`src/rtl/rmpq_pkg.sv`:
```
// Shared types and constants for the river meeting point query block.
`default_nettype none

package rmpq_pkg;

   localparam int NODE_W = 11;

   localparam logic ACT_LOAD  = 1'b0;
   localparam logic ACT_QUERY = 1'b1;

   localparam logic [1:0] RES_ZERO  = 2'd0;
   localparam logic [1:0] RES_NODE  = 2'd1;
   localparam logic [1:0] RES_FLOW  = 2'd2;
   localparam logic [1:0] RES_ABORT = 2'd3;

   typedef struct packed {
      logic              action;
      logic [NODE_W-1:0] entry_node;
      logic [NODE_W-1:0] entry_downstream;
      logic [NODE_W-1:0] first_node;
      logic [NODE_W-1:0] second_node;
   } rmpq_req_type;

   typedef struct packed {
      logic [NODE_W-1:0] meeting_node;
      logic              walk_aborted;
   } rmpq_rsp_type;

   typedef struct packed {
      logic       write_en;
      logic       start;
      logic       read_en;
      logic       step;
      logic       res_load;
      logic [1:0] res_sel;
      logic       out_load;
   } rmpq_cmd_type;

   typedef struct packed {
      logic any_zero;
      logic same;
      logic flow_eq;
      logic cap_hit;
   } rmpq_status_type;

endpackage

`default_nettype wire

```
`src/rtl/rmpq_ctrl.sv`:
```
// Controller state machine that sequences loads and the table walk of a query.
`default_nettype none

module rmpq_ctrl
   import rmpq_pkg::*;
(
   input  wire logic            clock,
   input  wire logic            reset,
   input  wire logic            req_valid,
   input  wire logic            req_action,
   output logic                 req_stall,
   output logic                 rsp_valid,
   input  wire logic            rsp_stall,
   input  wire rmpq_status_type status,
   output rmpq_cmd_type         cmd
);

   localparam logic [1:0] S_IDLE  = 2'd0;
   localparam logic [1:0] S_CHECK = 2'd1;
   localparam logic [1:0] S_EVAL  = 2'd2;
   localparam logic [1:0] S_DONE  = 2'd3;

   logic [1:0] state_ff;
   logic [1:0] state_in;
   logic       rsp_valid_ff;
   logic       rsp_valid_in;
   logic       req_take;
   logic       out_free;

   assign req_stall = (state_ff != S_IDLE);
   assign req_take  = req_valid && !req_stall;
   assign out_free  = !rsp_valid_ff || !rsp_stall;
   assign rsp_valid = rsp_valid_ff;

   always_comb begin
      state_in = state_ff;
      cmd      = '0;
      cmd.res_sel = RES_ZERO;
      case (state_ff)
         S_IDLE: begin
            if (req_take) begin
               if (req_action == ACT_LOAD) begin
                  cmd.write_en = 1'b1;
               end else begin
                  cmd.start = 1'b1;
                  state_in  = S_CHECK;
               end
            end
         end
         S_CHECK: begin
            if (status.any_zero) begin
               cmd.res_load = 1'b1;
               cmd.res_sel  = RES_ZERO;
               state_in     = S_DONE;
            end else if (status.same) begin
               cmd.res_load = 1'b1;
               cmd.res_sel  = RES_NODE;
               state_in     = S_DONE;
            end else begin
               cmd.read_en = 1'b1;
               state_in    = S_EVAL;
            end
         end
         S_EVAL: begin
            if (status.flow_eq) begin
               cmd.res_load = 1'b1;
               cmd.res_sel  = RES_FLOW;
               state_in     = S_DONE;
            end else if (status.cap_hit) begin
               cmd.res_load = 1'b1;
               cmd.res_sel  = RES_ABORT;
               state_in     = S_DONE;
            end else begin
               cmd.step = 1'b1;
               state_in = S_CHECK;
            end
         end
         S_DONE: begin
            if (out_free) begin
               cmd.out_load = 1'b1;
               state_in     = S_IDLE;
            end
         end
         default: begin
            state_in = S_IDLE;
         end
      endcase
   end

   always_comb begin
      if (cmd.out_load) begin
         rsp_valid_in = 1'b1;
      end else if (rsp_stall) begin
         rsp_valid_in = rsp_valid_ff;
      end else begin
         rsp_valid_in = 1'b0;
      end
   end

   always_ff @(posedge clock) begin
      if (reset) begin
         state_ff     <= S_IDLE;
         rsp_valid_ff <= 1'b0;
      end else begin
         state_ff     <= state_in;
         rsp_valid_ff <= rsp_valid_in;
      end
   end

endmodule

`default_nettype wire

```
`config.mk`:
```
export PLATFORM = sky130hd
export DESIGN_NAME = rmpq_ctrl
export DESIGN_NICKNAME = d
export VERILOG_FILES = /design/src/rtl/rmpq_pkg.sv /design/src/rtl/rmpq_ctrl.sv
export SDC_FILE = /design/constraint.sdc
export NUM_CORES = 1
export LEC_CHECK = 0
export ABC_AREA = 0
export ABC_CLOCK_PERIOD_IN_PS = 1500
export BUFFER_PORTS_ARGS = -buffer_cell sky130_fd_sc_hd__buf_4
export CAP_MARGIN = 20
export CORE_AREA = 2 2 39 41
export CTS_CLUSTER_DIAMETER = 50
export DETAILED_ROUTE_END_ITERATION = 16
export DIE_AREA = 0 0 41 43
export SKIP_CTS_REPAIR_TIMING = 1
export SYNTH_ARGS = -nofsm -noshare
export SYNTH_HDL_FRONTEND = slang
export SYNTH_SLANG_ARGS = --single-unit
```
`constraint.sdc`:
```
create_clock -name clock -period 1.5 [get_ports clock]
set_input_delay 0.075 -clock clock [delete_from_list [all_inputs] [get_ports clock]]
set_output_delay 0.075 -clock clock [all_outputs]
set_load 0.02 [all_outputs]
```
==> results.yml, run 1 <==
synth:
  synthTopCellsByArea: "ha_1, dfxtp_1, a21boi_1"
  synth-simple-area-share_pct: 26.6
  synth-xor-area-share_pct: 0
  synth_common_cells: "ha_1, dfxtp_1, inv_1, nor2_1"
  synthCells: 41
  synth-seq-area-share_pct: 18.3
  synthAdderAreaFrac_pct: 22.8
  synth_seq_cells: 3
  synth_edf_count: 0
  netlist.area_leader.share_pct: 22.8
  ys.flop_type: "dfxtp_1"
  muxShareOfSynthArea_pct: 0
  synth.distinct_cells: 24
  synthArstFlopShare_pct: 0
  synth_compound_area_share_pct: 25.5
  yosysWarnings: 0
  synth_most_common_cell: "ha_1"
  synth_fp_nets: 56
  synth_top_family_by_area: "simple AND/OR/NAND/NOR gates"
  syn_area_per_cell_sq_um: 8.03
  syn_area_sq_um: 329
  netlist.top_cell.by_area: "ha_1"
placed_design:
  postPlaceCellArea_sq_um: 499
  dp_slack_ps: 125
  gp_congestion: 0.765
  place_inst: 77
  portBuffers: 18
  dp_hpwl_um: 642
setup_path:
  path_max_fanout: 6
  cp.arrival_ps: 1340
  timing.rr.end: "state_ff[0]"
  crit_required_ps: 1420
  r2r_start: "state_ff[1]"
  endpoint_kind: "output port"
  start_kind: "flop"
  reg2reg_depth: 5
  crit_type: "reg2out"
  reg2reg_setup_slack_ps: 110
min_path:
  holdCritPathClass: "in2reg"
  hold_end: "state_ff[0]"
  hp-start: "reset"
  hold_depth: 2
global_routing:
  grt_pass1_vias: 343
  met2_usage_pct: 17.8
  met1_usage_pct: 11.9
  grt_pass1_wl_mm: 1.34
  grt_use_met3_pct: 4.71
  antenna_found_initial: 0
  grt_busiest_layer: "met2"
  grt_overflow: 0
  grtUsageTotal_pct: 11.2
  grt_max_degree: 7
status:
  status: "finished, final reports clean"
drt:
  drc_errors: 0
  drt-initial-drc-count: 1
  wl_um: 806
  final_antenna_net_count: 0
  vias_per_cell: 4.53
  drt-pass1-iter-count: 3
  wl_per_cell_um: 9.95
  vias: 367
job:
  drv_cap: 0
timing:
  layout_setup_ws_ps: 85.1
  final-setup-viol-count: 0
  fin_crit_ps: 1410
  fin_crit_sh_pct: 94.3
  finalSetupTns_ps: 0
  slew-limit-headroom_pct: 84.5
  worst_slew_pin_slew_ps: 230
  clock_skew_ps: 0.430
  slew_viol_final: 0
  fmax_mhz: 707
  hold_viol: 0
clock_network:
  clkSlewWorstSetupHoldPaths_ps: 40
  cts_sinks: 3
  clock_path_buffers: 2
  cts_inserted_buffers: 3
  cts_tree: "yes"
  clock_latency_ps: 230
  cts_root_buffer: "clkbuf_4"
  htreeDepth: 1
floorplanning:
  start_util_pct: 23.8
  die_h_um: 43
  rows: 14
  die_x_um: 41
  io_pins: 19
  die-area_sq_mm: 0.00176
  coreArea_sq_mm: 0.00138
finish:
  nets: 81
  stdcell_area_sq_um: 551
  drive_gt1_share_pct: 47.7
  fin_cells: 81
  num_antenna_cells: 0
  nFillCells: 153
  areaGrowthSynthToFinish_pct: 67.3
pwr:
  peakVddDrop_v: 0.000601
  cellPowerDensity_mw_per_mm2: 1390
  leakage_nw: 0.263
==> metrics by stage <==
step	power (mW)	hold slack, ps	util [%]
3_5_place_dp	0.585	264	36.1
5_1_grt	0.842	16.0	39.8
2_1_floorplan	0.401	147	-
3_3_place_gp	0.580	266	36.1
4_1_cts	0.738	13.5	38.0
6_report	0.765	17.9	39.8
==> critical path: stages (launching register included) <==
cell and delay (ps):
dfxtp_2 340, inv_2 40, buf_4 160, ha_4 160, nand2_1 60, o21ai_1 50, and2_1 150, buf_4 150
==> metal layers <==
| layer | share of wire, % | routed length, um |
|---|---|---|
| met1 | 45 | 364 |
| met2 | 50 | 401 |
| met3 | 5.0 | 40 |
| met4 | 0 | 0 |
| met5 | 0 | 0 |
==> flip-flops by register name, summed over array words and instances (netlist names) <==
signal     cells
rsp_valid      1
state_ff       2
==> cell type report <==
| class | count | area, sq um | area share (%) |
|---|---|---|---|
| clock buffer | 4 | 26.3 | 4.77 |
| inverter | 4 | 15.0 | 2.73 |
| multi-input combinational | 33 | 269 | 48.9 |
| sequential | 3 | 62.6 | 11.4 |
| tap | 16 | 20.0 | 3.64 |
| timing repair buffer | 21 | 158 | 28.6 |
==> cells in the final DEF, fill, tap and decap left out, types with 2 or more instances in the layout <==
master,Yosys,layout
o21a_1,2,2
nor3b_1,2,2
dfxtp_2,0,2
nor2_1,3,3
nor3_1,2,2
clkbuf_4,0,3
nand2_1,2,2
ha_1,6,5
inv_1,3,3
buf_4,1,21
o21ai_1,2,2
==> worst max-delay path by stage <==
stage | slack [ps] | to | from
2_1_floorplan | 90 | state_ff[0] | state_ff[1]
3_3_place_gp | 130 | state_ff[0] | state_ff[1]
3_5_place_dp | 130 | state_ff[0] | state_ff[1]
4_1_cts | -30 | cmd[1] | state_ff[0]
5_1_grt | -6 | cmd[3] | state_ff[0]
6_report | 90 | cmd[1] | state_ff[0]
==> kinds of logic after synthesis <==
group / Yosys count
flops: 3
simple gates: 15
compound gates: 12
fa+ha+maj: 6
buf+inv: 5
==> power breakdown <==
group | total [mW] | internal [mW] | switching, mW
logic | 0.498 | 0.239 | 0.259
registers | 0.123 | 0.105 | 0.0184
clock network | 0.143 | 0.0998 | 0.0435
Note: power is estimated with default switching activity, not from simulation.
==> inputs of run 2 (changes only) <==
--- a/config.mk
+++ b/config.mk
@@ -7,12 +7,13 @@
 export LEC_CHECK = 0
 export ABC_AREA = 0
 export ABC_CLOCK_PERIOD_IN_PS = 1500
-export BUFFER_PORTS_ARGS = -buffer_cell sky130_fd_sc_hd__buf_4
-export CAP_MARGIN = 20
+export BUFFER_PORTS_ARGS = -buffer_cell sky130_fd_sc_hd__buf_2
+export CAP_MARGIN = 40
 export CORE_AREA = 2 2 39 41
 export CTS_CLUSTER_DIAMETER = 50
 export DETAILED_ROUTE_END_ITERATION = 16
 export DIE_AREA = 0 0 41 43
+export PLACE_DENSITY_LB_ADDON = 0.2
 export SKIP_CTS_REPAIR_TIMING = 1
 export SYNTH_ARGS = -nofsm -noshare
 export SYNTH_HDL_FRONTEND = slang
==> run 2 against run 1 <==
Non-clock buffer count is 1 higher. Routed wire length shrank 15%. Flip-flop and latch count did not move. Clock power barely moved. Sequential share of layout area up 0.71 points. Critical endpoint unchanged.
==> results.yml, run 2 (synthesized netlist as in run 1, its figures left out) <==
status:
  status: "finished, final reports clean"
drt:
  drt-initial-drc-count: 3
  drc_errors: 0
  top_layer: "met3"
  wl_met1_um: 318
  wl_per_cell_um: 8.40
  wl_met2_um: 324
  wl_um: 689
  vias_per_cell: 4.30
  wl_met3_um: 46
  vias: 353
  drt-pass1-iter-count: 2
  final_antenna_net_count: 0
clock_network:
  htreeDepth: 1
  clkSlewWorstSetupHoldPaths_ps: 40
  cts_sinks: 3
  cts_inserted_buffers: 3
  cts_tree: "yes"
  cts_root_buffer: "clkbuf_4"
  clock_path_buffers: 2
  clock_latency_ps: 240
timing:
  slew-limit-headroom_pct: 82.7
  clock_skew_ps: 9.52
  fmax_mhz: 708
  layout_setup_ws_ps: 87.8
  slew_viol_final: 0
  fin_crit_sh_pct: 94.1
  final-setup-viol-count: 0
  hold_viol: 0
  fin_crit_ps: 1410
  worst_slew_pin_slew_ps: 258
finish:
  largest-register: "state_ff"
  areaGrowthSynthToFinish_pct: 54.4
  multi_input_area_sq_um: 263
  drive_gt1_share_pct: 45.5
  num_antenna_cells: 0
  layout_commonest_cell: "buf_2"
  nFillCells: 147
  nets: 82
  seqCellArea_sq_um: 61.3
  largest_reg_flops: 2
  fin_cells: 82
  final_cell_mix: "buf_2, ha_1, buf_4"
  stdcell_area_sq_um: 508
setup_path:
  path_max_fanout: 3
  timing.rr.end: "state_ff[0]"
  crit_type: "reg2out"
  reg2reg_depth: 5
  endpoint: "cmd[1]"
  crit_required_ps: 1420
  crit_start: "state_ff[0]"
  endpoint_kind: "output port"
  r2r_start: "state_ff[0]"
  cp.arrival_ps: 1340
  reg2reg_setup_slack_ps: 90
  start_kind: "flop"
floorplanning:
  die-area_sq_mm: 0.00176
  io_pins: 19
  rows: 14
  start_util_pct: 23.8
  die_x_um: 41
  coreArea_sq_mm: 0.00138
  die_h_um: 43
global_routing:
  grtUsageTotal_pct: 9.53
  grt_pass1_wl_mm: 1.08
  grt_max_degree: 7
  antenna_found_initial: 0
  grt_pass1_vias: 274
  grt_overflow: 0
pwr:
  peakVddDrop_v: 0.000562
  leakage_nw: 0.260
  power_uw: 719
  cellPowerDensity_mw_per_mm2: 1420
placed_design:
  gp_congestion: 0.676
  portBuffers: 18
  place_inst: 76
  postPlaceCellArea_sq_um: 447
  dp_slack_ps: 92.0
  dp_hpwl_um: 571
job:
  drv_cap: 0
min_path:
  holdCritPathClass: "in2reg"
  hold_depth: 2
## run 2: changes by cell type in the layout (fill, tap and decap cells not counted), sizes merged
cell  delta
buf      +1
## run 2: power by group
| group | switching, mW | internal [mW] | total [mW] |
|---|---|---|---|
| clock network | 0.0457 | 0.0999 | 0.146 |
| logic | 0.242 | 0.211 | 0.453 |
| registers | 0.0167 | 0.104 | 0.120 |
| total | 0.304 | 0.415 | 0.719 |
## run 2: area by class of cell
class                   instances  share of cell area [%]
clock buffers                   4                    5.17
inverters                       4                    2.96
multi-input cells              33                    51.7
flip-flops and latches          3                    12.1
well taps                      16                    3.94
repair buffers                 22                    24.1
## run 2: how the worst min path moves through the flow
stage,from,end,slack [ps]
after detailed placement,reset,state_ff[0],270
after global placement,reset,state_ff[0],290
after global routing,reset,state_ff[0],30
after CTS,reset,state_ff[0],20
final,reset,state_ff[0],30
after floorplan,reset,state_ff[0],150
## run 2: routing by layer
layer | track usage, % | up-vias
met4 | 2.00 | 0
met5 | 0 | -
met2 | 11.9 | 11
met1 | 12.5 | 148
li1 | - | 194
met3 | 7.85 | 0
## run 2: critical path, stage by stage, from the launching register on
cell and delay (ps):
dfxtp_2 320, buf_4 130, ha_1 210, nand3b_1 90, o21ai_1 50, and2_1 150
buf_4 150
## run 2: per-stage QoR
stage / utilization (%) / hold WS [ps] / setup TNS [ps]
floorplan: - / 147 / 0
global placement: 32.3 / 288 / 0
detailed placement: 32.3 / 274 / 0
CTS: 34.2 / 21.5 / -32.8
global route: 36.7 / 32.4 / -1.85
finish: 36.7 / 25.1 / 0
==> inputs of run 3 (changes only) <==
--- a/config.mk
+++ b/config.mk
@@ -14,6 +14,7 @@
 export DETAILED_ROUTE_END_ITERATION = 16
 export DIE_AREA = 0 0 41 43
 export PLACE_DENSITY_LB_ADDON = 0.2
+export REMOVE_ABC_BUFFERS = 1
 export SKIP_CTS_REPAIR_TIMING = 1
 export SYNTH_ARGS = -nofsm -noshare
 export SYNTH_HDL_FRONTEND = slang
==> run 3 against run 2 <==
Die area unchanged. Clock skew decreased by 9.4 ps. Sequential share of layout area increased by 0.95 points.
==> results.yml, run 3 (synthesized netlist as in run 1, its figures left out) <==
placed_design:
  portBuffers: 18
  dp_hpwl_um: 616
  gp_congestion: 0.692
timing:
  rsz0062_at_grt: "yes"
  finalSetupTns_ps: 0
  slew-limit-headroom_pct: 80.3
  worst_slew_pin_slew_ps: 296
  slew_viol_final: 0
  fmax_mhz: 689
  fin_crit_ps: 1450
  fin_crit_sh_pct: 96.8
  clock_skew_ps: 0.105
  hold_viol: 0
  timing.hold.ws_ps: 34.2
  final-setup-viol-count: 0
setup_path:
  critPathMostFrequentCell: "buf_4"
  path_max_fanout: 6
  crit_required_ps: 1420
  slowest_delay_ps: 350
  crit_chain: "inv_2 > buf_4 > ha_2 > nand2_1 > o21ai_1 > and2_1 > buf_4"
  start_kind: "flop"
  cp.arrival_ps: 1380
  crit_path_top_delay_cell: "dfxtp_2"
  endpoint_kind: "output port"
  crit_type: "reg2out"
pwr:
  power_uw: 685
  cellPowerDensity_mw_per_mm2: 1430
  peakVddDrop_v: 0.000502
  leakage_nw: 0.248
finish:
  num_antenna_cells: 0
  layout_commonest_cell: "buf_2"
  areaGrowthSynthToFinish_pct: 46.0
  largest_reg_flops: 2
  drive_gt1_share_pct: 43.8
  largest-register: "state_ff"
  nFillCells: 158
  final_cell_mix: "buf_2, ha_1"
  nets: 80
floorplanning:
  die_x_um: 41
  io_pins: 19
  rows: 14
  coreArea_sq_mm: 0.00138
  die_h_um: 43
  start_util_pct: 23.8
  die-area_sq_mm: 0.00176
drt:
  wl_per_cell_um: 9.49
  wl_um: 759
  drt-pass1-iter-count: 4
  final_antenna_net_count: 0
  vias: 363
  drt-initial-drc-count: 9
  drc_errors: 0
  vias_per_cell: 4.54
global_routing:
  grt_pass1_wl_mm: 1.10
  grtUsageTotal_pct: 9.43
  grt_max_degree: 7
  grt_use_met3_pct: 3.14
  met2_usage_pct: 14.1
  antenna_found_initial: 0
  met1_usage_pct: 11.9
  grt_busiest_layer: "met2"
  grt_pass1_vias: 286
  grt_overflow: 0
clock_network:
  clock_path_buffers: 2
  cts_inserted_buffers: 3
  cts_sinks: 3
  cts_root_buffer: "clkbuf_4"
  clock_latency_ps: 230
  clkSlewWorstSetupHoldPaths_ps: 40
  htreeDepth: 1
  cts_tree: "yes"
min_path:
  holdCritPathClass: "in2reg"
job:
  drv_cap: 0
status:
  status: "finished, final reports clean"
run 3: changes by cell type in the layout (fill, tap and decap cells not counted), sizes merged:
cell	before	now
buf	22	20
run 3: routing by layer:
layer | up-vias | wire length [um]
li1 | 192 | -
met1 | 162 | 327
met2 | 9 | 395
met3 | 0 | 35
met4 | 0 | 0
met5 | - | 0
run 3: layout make-up:
class                      instances  area [sq um]  share of cell area [%]
sequential                         3          62.6                    13.0
timing repair buffer              20           108                    22.4
clock buffer                       4          26.3                    5.47
multi-input combinational         33           249                    51.8
tap                               16          20.0                    4.17
inverter                           4          15.0                    3.12
run 3: final timing paths:
path                                  start          end  slack [ps]  cells after the start
worst max-delay path            state_ff[0]       cmd[1]          50                      7
worst min-delay path                  reset  state_ff[0]          30                      2
worst max register to register  state_ff[1]  state_ff[0]         110                      5
worst min register to register    rsp_valid    rsp_valid         540                      2
run 3: worst max-delay path, delay by kind of cell (launching register included):
kind	cells	cell delay, ps
AOI/OAI and AO/OA	1	50
adders and majority gates	1	200
buffers and inverters	3	340
DFF	1	350
and+or+nand+nor	2	220
run 3: where the power goes:
part / switching, mW / leakage [nW] / internal [mW]
Sequential: 0.0210 / 0.0253 / 0.105
Combinational: 0.231 / 0.208 / 0.182
Clock: 0.0468 / 0.0150 / 0.100
Total: 0.299 / 0.248 / 0.387
run 3: per-stage QoR:
| stage | cell area (sq um) | cells | utilization (%) | worst slack, ps |
|---|---|---|---|---|
| floorplan | 322 | 40 | - | 86.2 |
| global placement | 447 | 76 | 32.3 | 89.7 |
| detailed placement | 447 | 76 | 32.3 | 71.1 |
| CTS | 473 | 80 | 34.2 | -45.5 |
| global route | 480 | 80 | 34.7 | -11.5 |
| finish | 480 | 80 | 34.7 | 47.9 |
